`config.mk`:
```
export PLATFORM = sky130hd
export DESIGN_NAME = fwdf_queue
export DESIGN_NICKNAME = d
export VERILOG_FILES = /design/src/rtl/core/fwdf_pkg.sv /design/src/rtl/core/fwdf_queue.sv
export SDC_FILE = /design/constraint.sdc
export NUM_CORES = 1
export LEC_CHECK = 0
export BUFFER_PORTS_ARGS = -buffer_cell sky130_fd_sc_hd__buf_2
export CAP_MARGIN = 0
export CORE_ASPECT_RATIO = 1.2
export CORE_MARGIN = 4
export CORE_UTILIZATION = 56
export CTS_CLUSTER_DIAMETER = 60
export CTS_CLUSTER_SIZE = 8
export DETAILED_ROUTE_END_ITERATION = 10
export GPL_TIMING_DRIVEN = 0
export PLACE_DENSITY = 0.81
export SYNTH_ARGS = -nofsm -noshare
export SYNTH_HDL_FRONTEND = slang
export SYNTH_SLANG_ARGS = --single-unit
```
`constraint.sdc`:
```
create_clock -name aclk -period 8 [get_ports aclk]
set_input_delay 0 -clock aclk [delete_from_list [all_inputs] [get_ports aclk]]
set_output_delay 0 -clock aclk [all_outputs]
set_load 0.05 [all_outputs]
```
`src/rtl/core/fwdf_pkg.sv`:
```
`timescale 1ns / 1ps
// ----------------------------------------------------------------------------
// fwdf_pkg
// Types and constants shared by the decimal field formatter modules.
// ----------------------------------------------------------------------------
package fwdf_pkg;

    localparam int INT_DIGITS  = 10;
    localparam int FRAC_DIGITS = 9;
    localparam logic [32:0] INT_LIMIT = 33'd1000000000;

    localparam logic [7:0] CH_ZERO  = 8'h30;
    localparam logic [7:0] CH_STAR  = 8'h2A;
    localparam logic [7:0] CH_POINT = 8'h2E;
    localparam logic [7:0] CH_MINUS = 8'h2D;
    localparam logic [7:0] CH_SPACE = 8'h20;

    typedef enum logic [1:0] {
        ST_OK        = 2'd0,
        ST_NO_FIT    = 2'd1,
        ST_TOO_LARGE = 2'd2
    } status_t;

    typedef enum logic [1:0] {
        CFG_FIELD_WIDTH = 2'd0,
        CFG_DECIMALS    = 2'd1,
        CFG_ZERO_FILL   = 2'd2
    } cfg_index_t;

    typedef enum logic [2:0] {
        FR_IDLE, FR_MUL, FR_ROUND, FR_FRAC, FR_INT, FR_PUSH
    } front_state_t;

    // One rendered field, ready for character emission.
    typedef struct packed {
        logic [6:0]                        width;
        logic [3:0]                        dec;
        logic                              zero_fill;
        logic                              neg;
        status_t                           status;
        logic [3:0]                        int_count;
        logic [FRAC_DIGITS-1:0][3:0]       frac_dig;
        logic [INT_DIGITS-1:0][3:0]        int_dig;
    } field_desc_t;

    function automatic logic [29:0] pow10(input logic [3:0] n);
        case (n)
            4'd0:    pow10 = 30'd1;
            4'd1:    pow10 = 30'd10;
            4'd2:    pow10 = 30'd100;
            4'd3:    pow10 = 30'd1000;
            4'd4:    pow10 = 30'd10000;
            4'd5:    pow10 = 30'd100000;
            4'd6:    pow10 = 30'd1000000;
            4'd7:    pow10 = 30'd10000000;
            4'd8:    pow10 = 30'd100000000;
            default: pow10 = 30'd1000000000;
        endcase
    endfunction

endpackage

```
`src/rtl/core/fwdf_queue.sv`:
```
`timescale 1ns / 1ps
// ----------------------------------------------------------------------------
// fwdf_queue
// Two-entry queue of field descriptors between front and back.
// ----------------------------------------------------------------------------
module fwdf_queue (
    input  logic                  aclk,
    input  logic                  aresetn,
    input  logic                  push,
    input  fwdf_pkg::field_desc_t push_desc,
    output logic                  full,
    input  logic                  pop,
    output logic                  empty,
    output fwdf_pkg::field_desc_t pop_desc
);

    fwdf_pkg::field_desc_t mem_reg [2];
    logic       wr_ptr_reg, rd_ptr_reg;
    logic [1:0] count_reg;

    assign full     = (count_reg == 2'd2);
    assign empty    = (count_reg == 2'd0);
    assign pop_desc = mem_reg[rd_ptr_reg];

    always_ff @(posedge aclk) begin
        if (push) mem_reg[wr_ptr_reg] <= push_desc;
    end

    always_ff @(posedge aclk) begin
        if (!aresetn) begin
            wr_ptr_reg <= 1'b0;
            rd_ptr_reg <= 1'b0;
            count_reg  <= 2'd0;
        end else begin
            if (push) wr_ptr_reg <= ~wr_ptr_reg;
            if (pop)  rd_ptr_reg <= ~rd_ptr_reg;
            count_reg <= count_reg + {1'b0, push} - {1'b0, pop};
        end
    end

endmodule

```
# [After elaboration in Yosys (flattened, before gate mapping)]
# Memories as Yosys holds them, arrays and structs flattened. A register that Yosys moved wholly into a read port is not among the register bits.
# Cells that the tools add are included.
[word_totals] register_bits=4 ramBits=190 input_bits=99 output_inout_bits=97 memories=1
[classes] add_sub_neg=2 eq_ne=1 mux=4 bitwise=2 n_reduce_logical=1
[mem_list] memory="mem_reg" depth=2 word_bits=95 read_ports=1 rd_clocked_by_memory_dff=1 wr=1 line="fwdf_queue.sv:17" source="fwdf_pkg::field_desc_t mem_reg [2];"
[ops] op="$mux W1" n=4
[ops] op="$add A2 B1 Y2" n=1
[ops] op="$eq A2 B2 Y1 const B" n=1
[ops] op="$logic_not A2 Y1" n=1
[ops] op="$not A1 Y1" n=2
[ops] op="$sub A2 B1 Y2" n=1

# [Depth between registers and ports, before layout]
[logic_depth] word_depth=3 depth_mapped=6 depth_no_buf=6

# [Worst setup path before layout]
# OpenSTA, ideal clock, no wires.
[synth_timing] path_type="register to register" from="reg wr_ptr_reg" to="mem mem_reg[0][0] (netlist bit) (enable)" setup_time_ns=0.561 t_arrival_ns=4.526 slack_ns=2.913 stages_incl_launch_ff=2 path_buffers=0 synth_period_minus_slack_ns=5.087 cell_sequence="dfxtp_1 -> nor2b_1"
[synth_rtl] element="start: declaration" line="fwdf_queue.sv:18" source="logic wr_ptr_reg, rd_ptr_reg;"
[synth_rtl] element="start signal: assignment" line="fwdf_queue.sv:35" source="if (push) wr_ptr_reg <= ~wr_ptr_reg;"
[synth_rtl] element="end: declaration" line="fwdf_queue.sv:17"
# Straight into the memory's write port.

==> run_results.csv <==
group,metric,value,unit
run_status,status,"completed",
final_layout,mostFrequentLayoutCell,"buf_2",
logic_synthesis,ys_seq_area_share,79.63,%
sta,setup-violations-final,0,
sta,final.setup_skew,0.008889,ns
critical_path,slowest_delay,0.33,ns
logic_synthesis,ys_seq_elements,195,
routing,antenna_left,0,
global_routing,grt_max_degree,63,
logic_synthesis,yosysTopAreaCell,"edfxtp_1",
floorplanning,fp.dieArea,0.01492,mm²
clocking,clock-root-buffer,"clkbuf_16",
sta,max_freq,562.2,MHz
clocking,cts_resized,0,
floorplanning,io_pins,196,
sta,period_minus_slack,1.779,ns
clocking,h-tree-depth,4,
routing,drc,0,
logic_synthesis,synth_area,0.007291,mm²
critical_path,startpoint_type,"flip-flop",
global_routing,gr-usage-all-layers,21.06,%
final_layout,n_antenna_cell,0,
sta,hold_viol,0,
logic_synthesis,ys_types,15,
clocking,path_clk_slew,0.07,ns
pwr,pwr_density_cell,250.2,mW/mm²
critical_path,end_kind,"output pin",
logic_synthesis,yosysWarnings,0,
final_layout,nFillCells,648,
clocking,clk-insertion-delay-late,0.42,ns
final_layout,final_cell_mix,"buf_2 (199), edfxtp_1 (190), dlygate4sd3_1 (99)",
sta,drv_slew,0,
critical_path,worst_path_most_repeated_cell,"buf_6",
sta,relSlewSlack,60.26,%
clocking,postCtsSetupBuffers,0,
critical_path,crit_type,"reg2out",
clocking,clkSinkCount,195,
job,drv_cap,0,
clocking,cts_buffers,17,
logic_synthesis,netlist_instances,317,
placement,port_buffers,195,
logic_synthesis,synth_top_area_share,78.26,%
floorplanning,core,0.01272,mm²
final_layout,drive_gt1_share,52.24,%
placement,hpwl,9050,µm
sta,rsz0062_at_grt,"no",
routing,num_vias,4131,
final_layout,fin_nets,735,
critical_path,cp_cell_sequence,"buf_6, buf_8, buf_6, mux2_4, buf_2",
floorplanning,fp.dieW,112.2,µm
global_routing,antenna_found_initial,0,
floorplanning,die_y,133.0,µm
routing,via_per_inst,5.094,
floorplanning,row_count,45,
routing,routed_wl,15510,µm
clocking,hold_buffers,99,
pwr,peakVddDrop,0.2121,mV
sta,finalSetupTns,0,ns
sta,period_share,22.23,%
logic_synthesis,syn_nets,418,
pwr,p_leak,4.032,nW
global_routing,first_global_vias,4654,
critical_path,cp.arrival,1.78,ns
floorplanning,start_util,57.30,%
logic_synthesis,synth.area.top_cells,"edfxtp_1 (78%), mux2_4 (10%), mux2_2 (7.0%), dfxtp_1 (1.4%), buf_6 (0.93%)",
clocking,cts_tree,"done",
routing,drtIter0Drc,204,
critical_path,critPathMaxFanout,10,
final_layout,area_growth_syn_to_layout,39.78,%
final_layout,largest_reg_flops,190,
logic_synthesis,syn-mean-instance-area,23.00,µm²
routing,wl_per_cell,19.13,µm
critical_path,slowest_stage,"dfxtp_1",
min_path,min_path_type,"in2reg",
critical_path,cp_data_required_time,8.00,ns
global_routing,grt_pass1_wl,23920,µm
clocking,cts_buffer_depth,2,
placement,gp_congestion,0.7168,
global_routing,grt-ovfl-total,0,
pwr,power,2.549,mW
final_layout,seq_area,0.005806,mm²
final_layout,multi_input_area,0.001385,mm²
sta,worst_pin_slew,0.5948,ns
routing,drtPass1Iterations,4,
[metrics by stage]
step	hold slack [ns]	util, %	std cells	setup WS (ns)	instance area (µm²)
final	0.2952	80.09	811	6.221	10190
after global routing	0.2941	80.09	811	6.152	10190
after CTS	0.2859	80.09	811	6.188	10190
after detailed placement	0.1909	67.40	680	6.333	8577
after global placement	0.1871	66.58	676	0.9924	8472
after floorplan	0.09887	-	317	2.913	7291
[worst max-delay path, delay by kind of cell, from the launching register on]
| family | cells | cell delay, ns |
|---|---|---|
| DFF | 1 | 0.33 |
| muxes | 1 | 0.32 |
| buffers and inverters | 4 | 0.70 |
[path summary, 6_finish.rpt]
path                                       end    startpoint  cells past startpoint  slack (ns)
worst max-delay path              pop_desc[70]     flip-flop                      5        6.22
worst min-delay path             mem_reg[1][6]  push_desc[6]                      2        0.30
worst max register to register  mem_reg[1][74]    wr_ptr_reg                      2        6.34
worst min register to register       flip-flop    rd_ptr_reg                      2        0.61
[report_power, final]
part,internal [mW],switching [mW],total [mW]
sequential,1.18,0.0157,1.20
clock,0.517,0.365,0.882
combinational,0.171,0.300,0.472
[cell usage after synthesis]
| library cell | n |
|---|---|
| nor2b_1 | 4 |
| xnor3_1 | 1 |
| edfxtp_1 | 190 |
| ha_1 | 2 |
| buf_2 | 4 |
| inv_1 | 2 |
| buf_8 | 1 |
| and2_1 | 4 |
| mux2_2 | 45 |
| mux2_4 | 50 |
| dfxtp_1 | 5 |
| o21a_1 | 1 |
| buf_6 | 6 |
| xor2_1 | 1 |
| nor2_1 | 1 |
[kinds of logic (layout without fill, tap and decap cells)]
group	count (synthesis)	after routing	share of synthesized area, %
DFF	195	195	79.63
muxes	95	95	17.25
buffers and inverters	13	343	1.510
and+or+nand+nor	9	9	0.7378
adders and majority gates	2	2	0.3432
xor gates and xnor gates	2	2	0.4290
AOI/OAI and AO/OA	1	1	0.1030
[layer usage]
layer / GRT usage, % / vias up / routed length (µm)
met3: 5.261 / 36 / 968
li1: - / 1890 / -
met4: 9.018 / 0 / 427
met5: 0 / - / 0
met1: 22.86 / 2033 / 5650
met2: 38.70 / 172 / 8467
[area by class of cell]
type	count	share of cell area (%)
Buffer	11	1.007
Clock buffer	20	4.481
Clock inverter	12	1.633
Inverter	2	0.07366
Multi-Input combinational cell	109	13.59
Sequential cell	195	56.97
Tap cell	164	2.014
Timing Repair Buffer	298	20.23
(Power assumes the default switching activity.)
