[config.mk]
export PLATFORM = sky130hd
export DESIGN_NAME = fwdf_back
export DESIGN_NICKNAME = d
export VERILOG_FILES = /design/src/rtl/core/fwdf_pkg.sv /design/src/rtl/core/fwdf_back.sv
export SDC_FILE = /design/constraint.sdc
export NUM_CORES = 1
export LEC_CHECK = 0
export ABC_CLOCK_PERIOD_IN_PS = 6000
export BUFFER_PORTS_ARGS = -buffer_cell sky130_fd_sc_hd__buf_2
export CORE_AREA = 3 3 149 151
export DETAILED_ROUTE_END_ITERATION = 7
export DIE_AREA = 0 0 152 154
export PLACE_DENSITY = 0.52
export SYNTH_ARGS = -nofsm -noshare
export SYNTH_HDL_FRONTEND = slang
export SYNTH_SLANG_ARGS = --single-unit
[constraint.sdc]
create_clock -name aclk -period 6 [get_ports aclk]
set_clock_uncertainty 0.05 [all_clocks]
set_input_delay 0.9 -clock aclk [delete_from_list [all_inputs] [get_ports aclk]]
set_output_delay 0.9 -clock aclk [all_outputs]
set_load 0.005 [all_outputs]
[src/rtl/core/fwdf_pkg.sv]
`timescale 1ns / 1ps
// ----------------------------------------------------------------------------
// fwdf_pkg
// Types and constants shared by the decimal field formatter modules.
// ----------------------------------------------------------------------------
package fwdf_pkg;

    localparam int INT_DIGITS  = 10;
    localparam int FRAC_DIGITS = 9;
    localparam logic [32:0] INT_LIMIT = 33'd1000000000;

    localparam logic [7:0] CH_ZERO  = 8'h30;
    localparam logic [7:0] CH_STAR  = 8'h2A;
    localparam logic [7:0] CH_POINT = 8'h2E;
    localparam logic [7:0] CH_MINUS = 8'h2D;
    localparam logic [7:0] CH_SPACE = 8'h20;

    typedef enum logic [1:0] {
        ST_OK        = 2'd0,
        ST_NO_FIT    = 2'd1,
        ST_TOO_LARGE = 2'd2
    } status_t;

    typedef enum logic [1:0] {
        CFG_FIELD_WIDTH = 2'd0,
        CFG_DECIMALS    = 2'd1,
        CFG_ZERO_FILL   = 2'd2
    } cfg_index_t;

    typedef enum logic [2:0] {
        FR_IDLE, FR_MUL, FR_ROUND, FR_FRAC, FR_INT, FR_PUSH
    } front_state_t;

    // One rendered field, ready for character emission.
    typedef struct packed {
        logic [6:0]                        width;
        logic [3:0]                        dec;
        logic                              zero_fill;
        logic                              neg;
        status_t                           status;
        logic [3:0]                        int_count;
        logic [FRAC_DIGITS-1:0][3:0]       frac_dig;
        logic [INT_DIGITS-1:0][3:0]        int_dig;
    } field_desc_t;

    function automatic logic [29:0] pow10(input logic [3:0] n);
        case (n)
            4'd0:    pow10 = 30'd1;
            4'd1:    pow10 = 30'd10;
            4'd2:    pow10 = 30'd100;
            4'd3:    pow10 = 30'd1000;
            4'd4:    pow10 = 30'd10000;
            4'd5:    pow10 = 30'd100000;
            4'd6:    pow10 = 30'd1000000;
            4'd7:    pow10 = 30'd10000000;
            4'd8:    pow10 = 30'd100000000;
            default: pow10 = 30'd1000000000;
        endcase
    endfunction

endpackage

[src/rtl/core/fwdf_back.sv]
`timescale 1ns / 1ps
// ----------------------------------------------------------------------------
// fwdf_back
// Walks a field descriptor left to right and emits one character per cycle while the receiver is ready.
// ----------------------------------------------------------------------------
module fwdf_back (
    input  logic                  aclk,
    input  logic                  aresetn,
    input  logic                  q_empty,
    output logic                  q_pop,
    input  fwdf_pkg::field_desc_t q_desc,
    output logic                  out_valid,
    input  logic                  out_ready,
    output logic [7:0]            out_char,
    output logic                  out_last,
    output logic [1:0]            out_status
);

    fwdf_pkg::field_desc_t cur_reg;
    logic       busy_reg, ovalid_reg, olast_reg;
    logic [6:0] pos_reg;
    logic [7:0] ochar_reg;
    logic [1:0] ostat_reg;

    logic       load_out, is_last;
    logic [6:0] r, fo, j;
    logic [7:0] ch;

    assign load_out = busy_reg && (!ovalid_reg || out_ready);
    assign is_last  = (pos_reg == cur_reg.width - 7'd1);
    assign q_pop    = !busy_reg && !q_empty;

    always_comb begin
        r  = cur_reg.width - 7'd1 - pos_reg;
        fo = (cur_reg.dec != 4'd0) ? ({3'd0, cur_reg.dec} + 7'd1) : 7'd0;
        j  = r - fo;
        if (cur_reg.status != fwdf_pkg::ST_OK) begin
            // keep the point inside a field of stars
            if (cur_reg.dec != 4'd0 && r == {3'd0, cur_reg.dec}) begin
                ch = fwdf_pkg::CH_POINT;
            end else begin
                ch = fwdf_pkg::CH_STAR;
            end
        end else if (r < fo) begin
            if (r < {3'd0, cur_reg.dec}) begin
                ch = fwdf_pkg::CH_ZERO | {4'd0, cur_reg.frac_dig[r[3:0]]};
            end else begin
                ch = fwdf_pkg::CH_POINT;
            end
        end else if (j < {3'd0, cur_reg.int_count}) begin
            ch = fwdf_pkg::CH_ZERO | {4'd0, cur_reg.int_dig[j[3:0]]};
        end else if (cur_reg.zero_fill) begin
            ch = (cur_reg.neg && pos_reg == 7'd0) ? fwdf_pkg::CH_MINUS : fwdf_pkg::CH_ZERO;
        end else begin
            ch = (cur_reg.neg && j == {3'd0, cur_reg.int_count}) ? fwdf_pkg::CH_MINUS
                                                                 : fwdf_pkg::CH_SPACE;
        end
    end

    always_ff @(posedge aclk) begin
        if (q_pop) cur_reg <= q_desc;
        if (load_out) begin
            ochar_reg <= ch;
            olast_reg <= is_last;
            ostat_reg <= cur_reg.status;
        end
    end

    always_ff @(posedge aclk) begin
        if (!aresetn) begin
            busy_reg   <= 1'b0;
            ovalid_reg <= 1'b0;
            pos_reg    <= 7'd0;
        end else begin
            if (q_pop) begin
                busy_reg <= 1'b1;
                pos_reg  <= 7'd0;
            end else if (load_out) begin
                pos_reg <= pos_reg + 7'd1;
                if (is_last) busy_reg <= 1'b0;
            end
            if (load_out) begin
                ovalid_reg <= 1'b1;
            end else if (out_ready) begin
                ovalid_reg <= 1'b0;
            end
        end
    end

    assign out_valid  = ovalid_reg;
    assign out_char   = ochar_reg;
    assign out_last   = olast_reg;
    assign out_status = ostat_reg;

endmodule

======== After elaboration in Yosys (flattened, before gate mapping) ========
Cells that the tools add are included.
word-level totals
  register bits after elaboration ......... 115
  input bits .............................. 99
  output and inout bits ................... 13
operators by class
  add/sub/neg operators ................... 5
  order comparisons ....................... 5
  equal/unequal tests ..................... 3
  muxes and demuxes ....................... 18
  bitwise operators ....................... 1
  reduce and logical (&&, ||, !) cells .... 17
operator list
  cell                                                                   count
  4-bit binary-select mux with 4-bit select                              2
  5-bit two-way mux                                                      5
  8-bit two-way mux                                                      2
  7-bit by 4-bit == test with 1-bit output                               2
  7-bit by 4-bit < comparator with 1-bit output                          2
  4-bit two-way mux                                                      3
  4-bit by 5-bit < comparator with 1-bit output (second input constant)  2
  2-bit nonzero test                                                     4
  7-bit by 1-bit adder with 7-bit output (second input constant)         1
  7-bit == test                                                          1
  7-bit zero test                                                        1
  7-bit by 5-bit < comparator with 1-bit output                          1
  7-bit by 1-bit subtractor with 7-bit output (second input constant)    1
  7-bit by 5-bit subtractor with 7-bit output                            1
  7-bit subtractor                                                       1
  4-bit by 1-bit adder with 5-bit output (second input constant)         1
  1-bit logical AND                                                      5
  1-bit two-way mux                                                      5
  4-bit nonzero test                                                     1
  1-bit zero test                                                        3
  3-bit two-way mux                                                      1
  2-bit AND reduction                                                    1
  2-bit OR reduction                                                     1
  1-bit logical OR                                                       1
  1-bit inverter                                                         1

======== Longest topological paths before layout ========
  word-level depth ........................ 10
  depth in mapped cells ................... 17

======== Least setup slack after synthesis ========
Ideal clock, no wire load.
  path type ............................... input to output
  start ................................... input port q_empty
  end ..................................... output port q_pop
  arrival time ............................ 4.954 ns
  required time ........................... 5.050 ns
  path slack .............................. 0.096 ns
  stages on the path ...................... 1
  cells stage by stage .................... nor2_1
between the ends
  word-level cells in the longest chain between the ends .. 2
ends and longest elaborated chain
  what               RTL line         RTL
  from (decl)        fwdf_back.sv:9   input logic q_empty,
  1-bit zero test    fwdf_back.sv:31  assign q_pop = !busy_reg && !q_empty;
  1-bit logical AND  fwdf_back.sv:31
  to (decl)          fwdf_back.sv:10  output logic q_pop,
No other way between the ends.

======== Final worst setup path ========
  start ................................... register cur_reg[88] in the netlist's numbering
  end ..................................... register ochar_reg[3], in the netlist out_char[3] (data pin)
between the ends
  word-level cells in the longest chain between the ends .. 10
ends and longest elaborated chain
  what                                           RTL line         RTL
  from (decl)                                    fwdf_back.sv:19  fwdf_pkg::field_desc_t cur_reg;
  from (signal assigned)                         fwdf_back.sv:61  if (q_pop) cur_reg <= q_desc;
  7-bit by 1-bit subtractor with 7-bit output *  fwdf_back.sv:34  r = cur_reg.width - 7'd1 - pos_reg;
  7-bit subtractor *                             fwdf_back.sv:34
  7-bit by 5-bit subtractor with 7-bit output    fwdf_back.sv:36  j = r - fo;
  7-bit by 4-bit == test with 1-bit output       fwdf_back.sv:55  ch = (cur_reg.neg && j == {3'd0, cur_reg.int_count}) ? fwdf_pkg::CH_MINUS
  1-bit logical AND                              fwdf_back.sv:55
  4-bit two-way mux                              fwdf_back.sv:55
  5-bit two-way mux                              fwdf_back.sv:52  end else if (cur_reg.zero_fill) begin
  5-bit two-way mux                              fwdf_back.sv:50  end else if (j < {3'd0, cur_reg.int_count}) begin
  8-bit two-way mux *                            fwdf_back.sv:44  end else if (r < fo) begin
  8-bit two-way mux *                            fwdf_back.sv:37  if (cur_reg.status != fwdf_pkg::ST_OK) begin
  to (signal assigned)                           fwdf_back.sv:63  ochar_reg <= ch;
  to (decl)                                      fwdf_back.sv:22  logic [7:0] ochar_reg;
Mark *: on every way between the ends. The rest lies on a longest branch, timed or not. The select of a mux whose other input is x is not followed.
A chain may end at the register's enable or synchronous reset.

==> summary.md <==
| Metric | Value |
|---|---|
| Final wirelength | `11,600 um` |
| Worst-Skew Late Latency | `0.36 ns` |
| Routed WL per cell | `15.7 um` |
| Row count | `53` |
| Post-CTS Hold Fix Bufs | `0` |
| Pwr/cell area | `311 nW/um2` |
| Inserted Clock Buffers | `9` |
| CP Max Fanout | `9` |
| CP Data Required Time | `6.04 ns` |
| Max reg flops | `95` |
| Leakage | `2.44 nW` |
| Initial Utilization | `0.249` |
| Overall global routing resource usage | `0.100` |
| FMAX | `0.203 GHz` |
| Most common cell after layout, fill and taps aside | `buf_2` |
| GPL Wtd Cong | `0.798` |
| I/O pins | `112` |
| Synth Flop Type | `edfxtp_1` |
| Critical Path AT | `4.98 ns` |
| Tcrit/Tclk final | `0.823` |
| Sequential power share | `0.465` |
| Core ar. | `21,000 um2` |
| Netlist Area Pre-Place | `5220 um2` |
| Clock buffer depth | `2` |
| Maxcap violations | `0` |
| DIE WIDTH | `152 um` |
| Yosys cell types | `56` |
| Global-route wire length before repair | `18,100 um` |
| Logic pwr share | `0.219` |
| Largest net degree at the start of global routing | `61` |
| Ys Warns | `0` |
| FILL cells | `2,188` |
| Worst vdd ir | `158 uV` |
| Synth Area per Inst | `15.1 um2` |
| Initial antenna violation count | `0` |
| Internal power | `1.44 mW` |
| CTS root buf | `clkbuf_16` |
| Critical setup path kind | `flop to flop` |
| Switch share | `0.278` |
| Setup Viol. Count Final | `0` |
| RSZ-0062 raised after global routing | `false` |
| Number of global-route vias before repair | `3,357` |
| Min-Delay Endpoint | `out_status[0]` |
| Dpl ws | `1.17 ns` |
| Final hold viol count | `0` |
| # clock sinks | `112` |
| CP Capture Type | `flop` |
| Critical R2R Capture | `out_char[3]` |
| Fin util | `0.305` |
| Hold Path Depth | `0` |
| DR iter-0 viols | `147` |
| GRT overflow | `0` |
| Vias per inst | `4.26` |
| Final Max Tran Viols | `0` |
| Setup_tns | `0 ns` |
| Slew HR | `0.387` |
| FF-to-FF path depth | `16` |
| Reg2reg setup slack | `1.06 ns` |
| Measured slew at the worst slew-check pin | `0.916 ns` |
| Share of cells above drive strength 1 | `0.347` |
| Synth Instances | `345` |
| Maximum level of the CTS H-tree | `3` |
| Worst R2R Start | `cur_reg[88]` |
| Clock transition at path regs | `0.08 ns` |
| Status | `finished, final reports clean` |
| Port Buffer Count | `108` |
| Setup Fix Bufs, Post-CTS | `0` |
| Minimum clock period | `4.94 ns` |
| Sequential fraction of the synthesis area | `0.627` |
| First-pass DRT Iterations | `4` |
| EDFF count, synth | `103` |
| Type of the most critical hold path | `flop to flop` |
| Most frequent cells in the layout | `buf_2, edfxtp_1, ha_1` |
| Ant. Diodes | `0` |
| Post-route setup slack | `1.06 ns` |
| Remaining DRCs | `0` |
| Switch Pwr | `0.554 mW` |
| TritonCTS clock tree | `done` |
| Asr flop ratio synth | `0` |
| Die height | `154 um` |
| CP Launch Type | `flop` |
| Yosys reg bits | `112` |
| Hold_sp | `cur_reg[80]` |
| Hpwl dp | `8960 um` |
| Detailed-route via count | `3,145` |
| Layout area overhead | `22.5%` |
| Post-CTS sizing | `0` |
| Post-route antenna net violation count | `0` |
| Die area | `23,400 um2` |
| Clk pwr share | `0.315` |
| Total Nets Final | `584` |
## how the worst max path moves through the flow
| stage | startpoint | endpoint | slack [ns] | depth (start not counted) |
|---|---|---|---|---|
| floorplan | q_empty | q_pop | 0.1 | 1 |
| global placement | cur_reg[88] | out_char[3] | 1.32 | 17 |
| detailed placement | cur_reg[88] | out_char[3] | 1.17 | 16 |
| CTS | cur_reg[88] | out_char[3] | 1.14 | 16 |
| global route | cur_reg[88] | out_char[3] | 0.70 | 17 |
| finish | cur_reg[88] | out_char[3] | 1.06 | 16 |
## synthesized netlist by cell type (3+ instances only)
cell type,instances,share of area
nand2_1,11,0.0079
nor2b_1,6,0.0072
edfxtp_1,103,0.59
mux2i_1,13,0.025
mux4_2,16,0.069
o21ai_1,5,0.0048
clkbuf_1,3,0.0022
nand3b_1,3,0.0043
nand3_1,9,0.0086
o21ai_2,3,0.0050
nand4_1,6,0.0072
xnor2_1,13,0.022
o21ai_0,4,0.0038
nor3_1,6,0.0058
xor2_1,6,0.010
buf_4,3,0.0043
ha_1,24,0.058
and3_1,3,0.0036
nor2_1,22,0.016
o21a_1,3,0.0043
inv_1,22,0.016
nand2b_1,3,0.0036
a21boi_1,3,0.0043
a21oi_1,7,0.0067
dfxtp_1,9,0.035
## power groups by stage
stage,Sequential (mW),Combinational (mW),Clock (mW)
floorplan,0.945,0.317,0
global placement,0.944,0.439,0
detailed placement,0.945,0.445,0
CTS,0.927,0.447,0.651
global route,0.931,0.488,0.680
finish,0.926,0.437,0.628
## stage by stage
| step | total power, mW | std cells | cell area, um2 | hold slack [ns] |
|---|---|---|---|---|
| 3_3_place_gp | 1.38 | 723 | 6080 | 0.404 |
| 2_1_floorplan | 1.26 | 346 | 5220 | 0.377 |
| 4_1_cts | 2.03 | 739 | 6390 | 0.412 |
| 5_1_grt | 2.10 | 739 | 6390 | 0.444 |
| 3_5_place_dp | 1.39 | 723 | 6080 | 0.392 |
| 6_report | 1.99 | 739 | 6390 | 0.410 |
## layout make-up
class                           count  area [um2]  area share
Sequential cell                   112        3270       0.512
Clock buffer                        9         225      0.0352
Timing Repair Buffer              111         563      0.0881
Tap cell                          275         344      0.0538
Clock inverter                      7        85.1      0.0133
Multi-Input combinational cell    203        1820       0.285
Inverter                           22        82.6      0.0129
## layer usage
metal  track usage  vias up  share of wire
met2         0.170       70           0.50
met1         0.124     1530           0.44
met4        0.0424        0          0.019
met3        0.0220       12          0.036
met5             0        -              0
li1              -     1533              -
## kinds of logic after synthesis
family | Yosys count | synth area share
AOI/OAI and AO/OA | 44 | 0.0640
xor gates and xnor gates | 21 | 0.0381
adders and majority gates | 26 | 0.0652
buffers and inverters | 31 | 0.0264
DFF | 112 | 0.627
muxes | 29 | 0.0940
other | 2 | 0.00144
and+or+nand+nor | 80 | 0.0839
## critical path: stages (launching register included)
cell and delay [ns]:
edfxtp_1 0.40, inv_1 0.06, ha_1 0.33, fa_1 0.45, xor2_1 0.76, inv_1 0.16, ha_1 0.39, a21oi_1 0.19
o21ai_2 0.10, xor2_2 0.43, ha_1 0.36, a21oi_1 0.18, nand2_1 0.07, and4bb_4 0.37, o211ai_1 0.10, a21oi_1 0.20
o21ai_1 0.07
(Power assumes the default switching activity.)
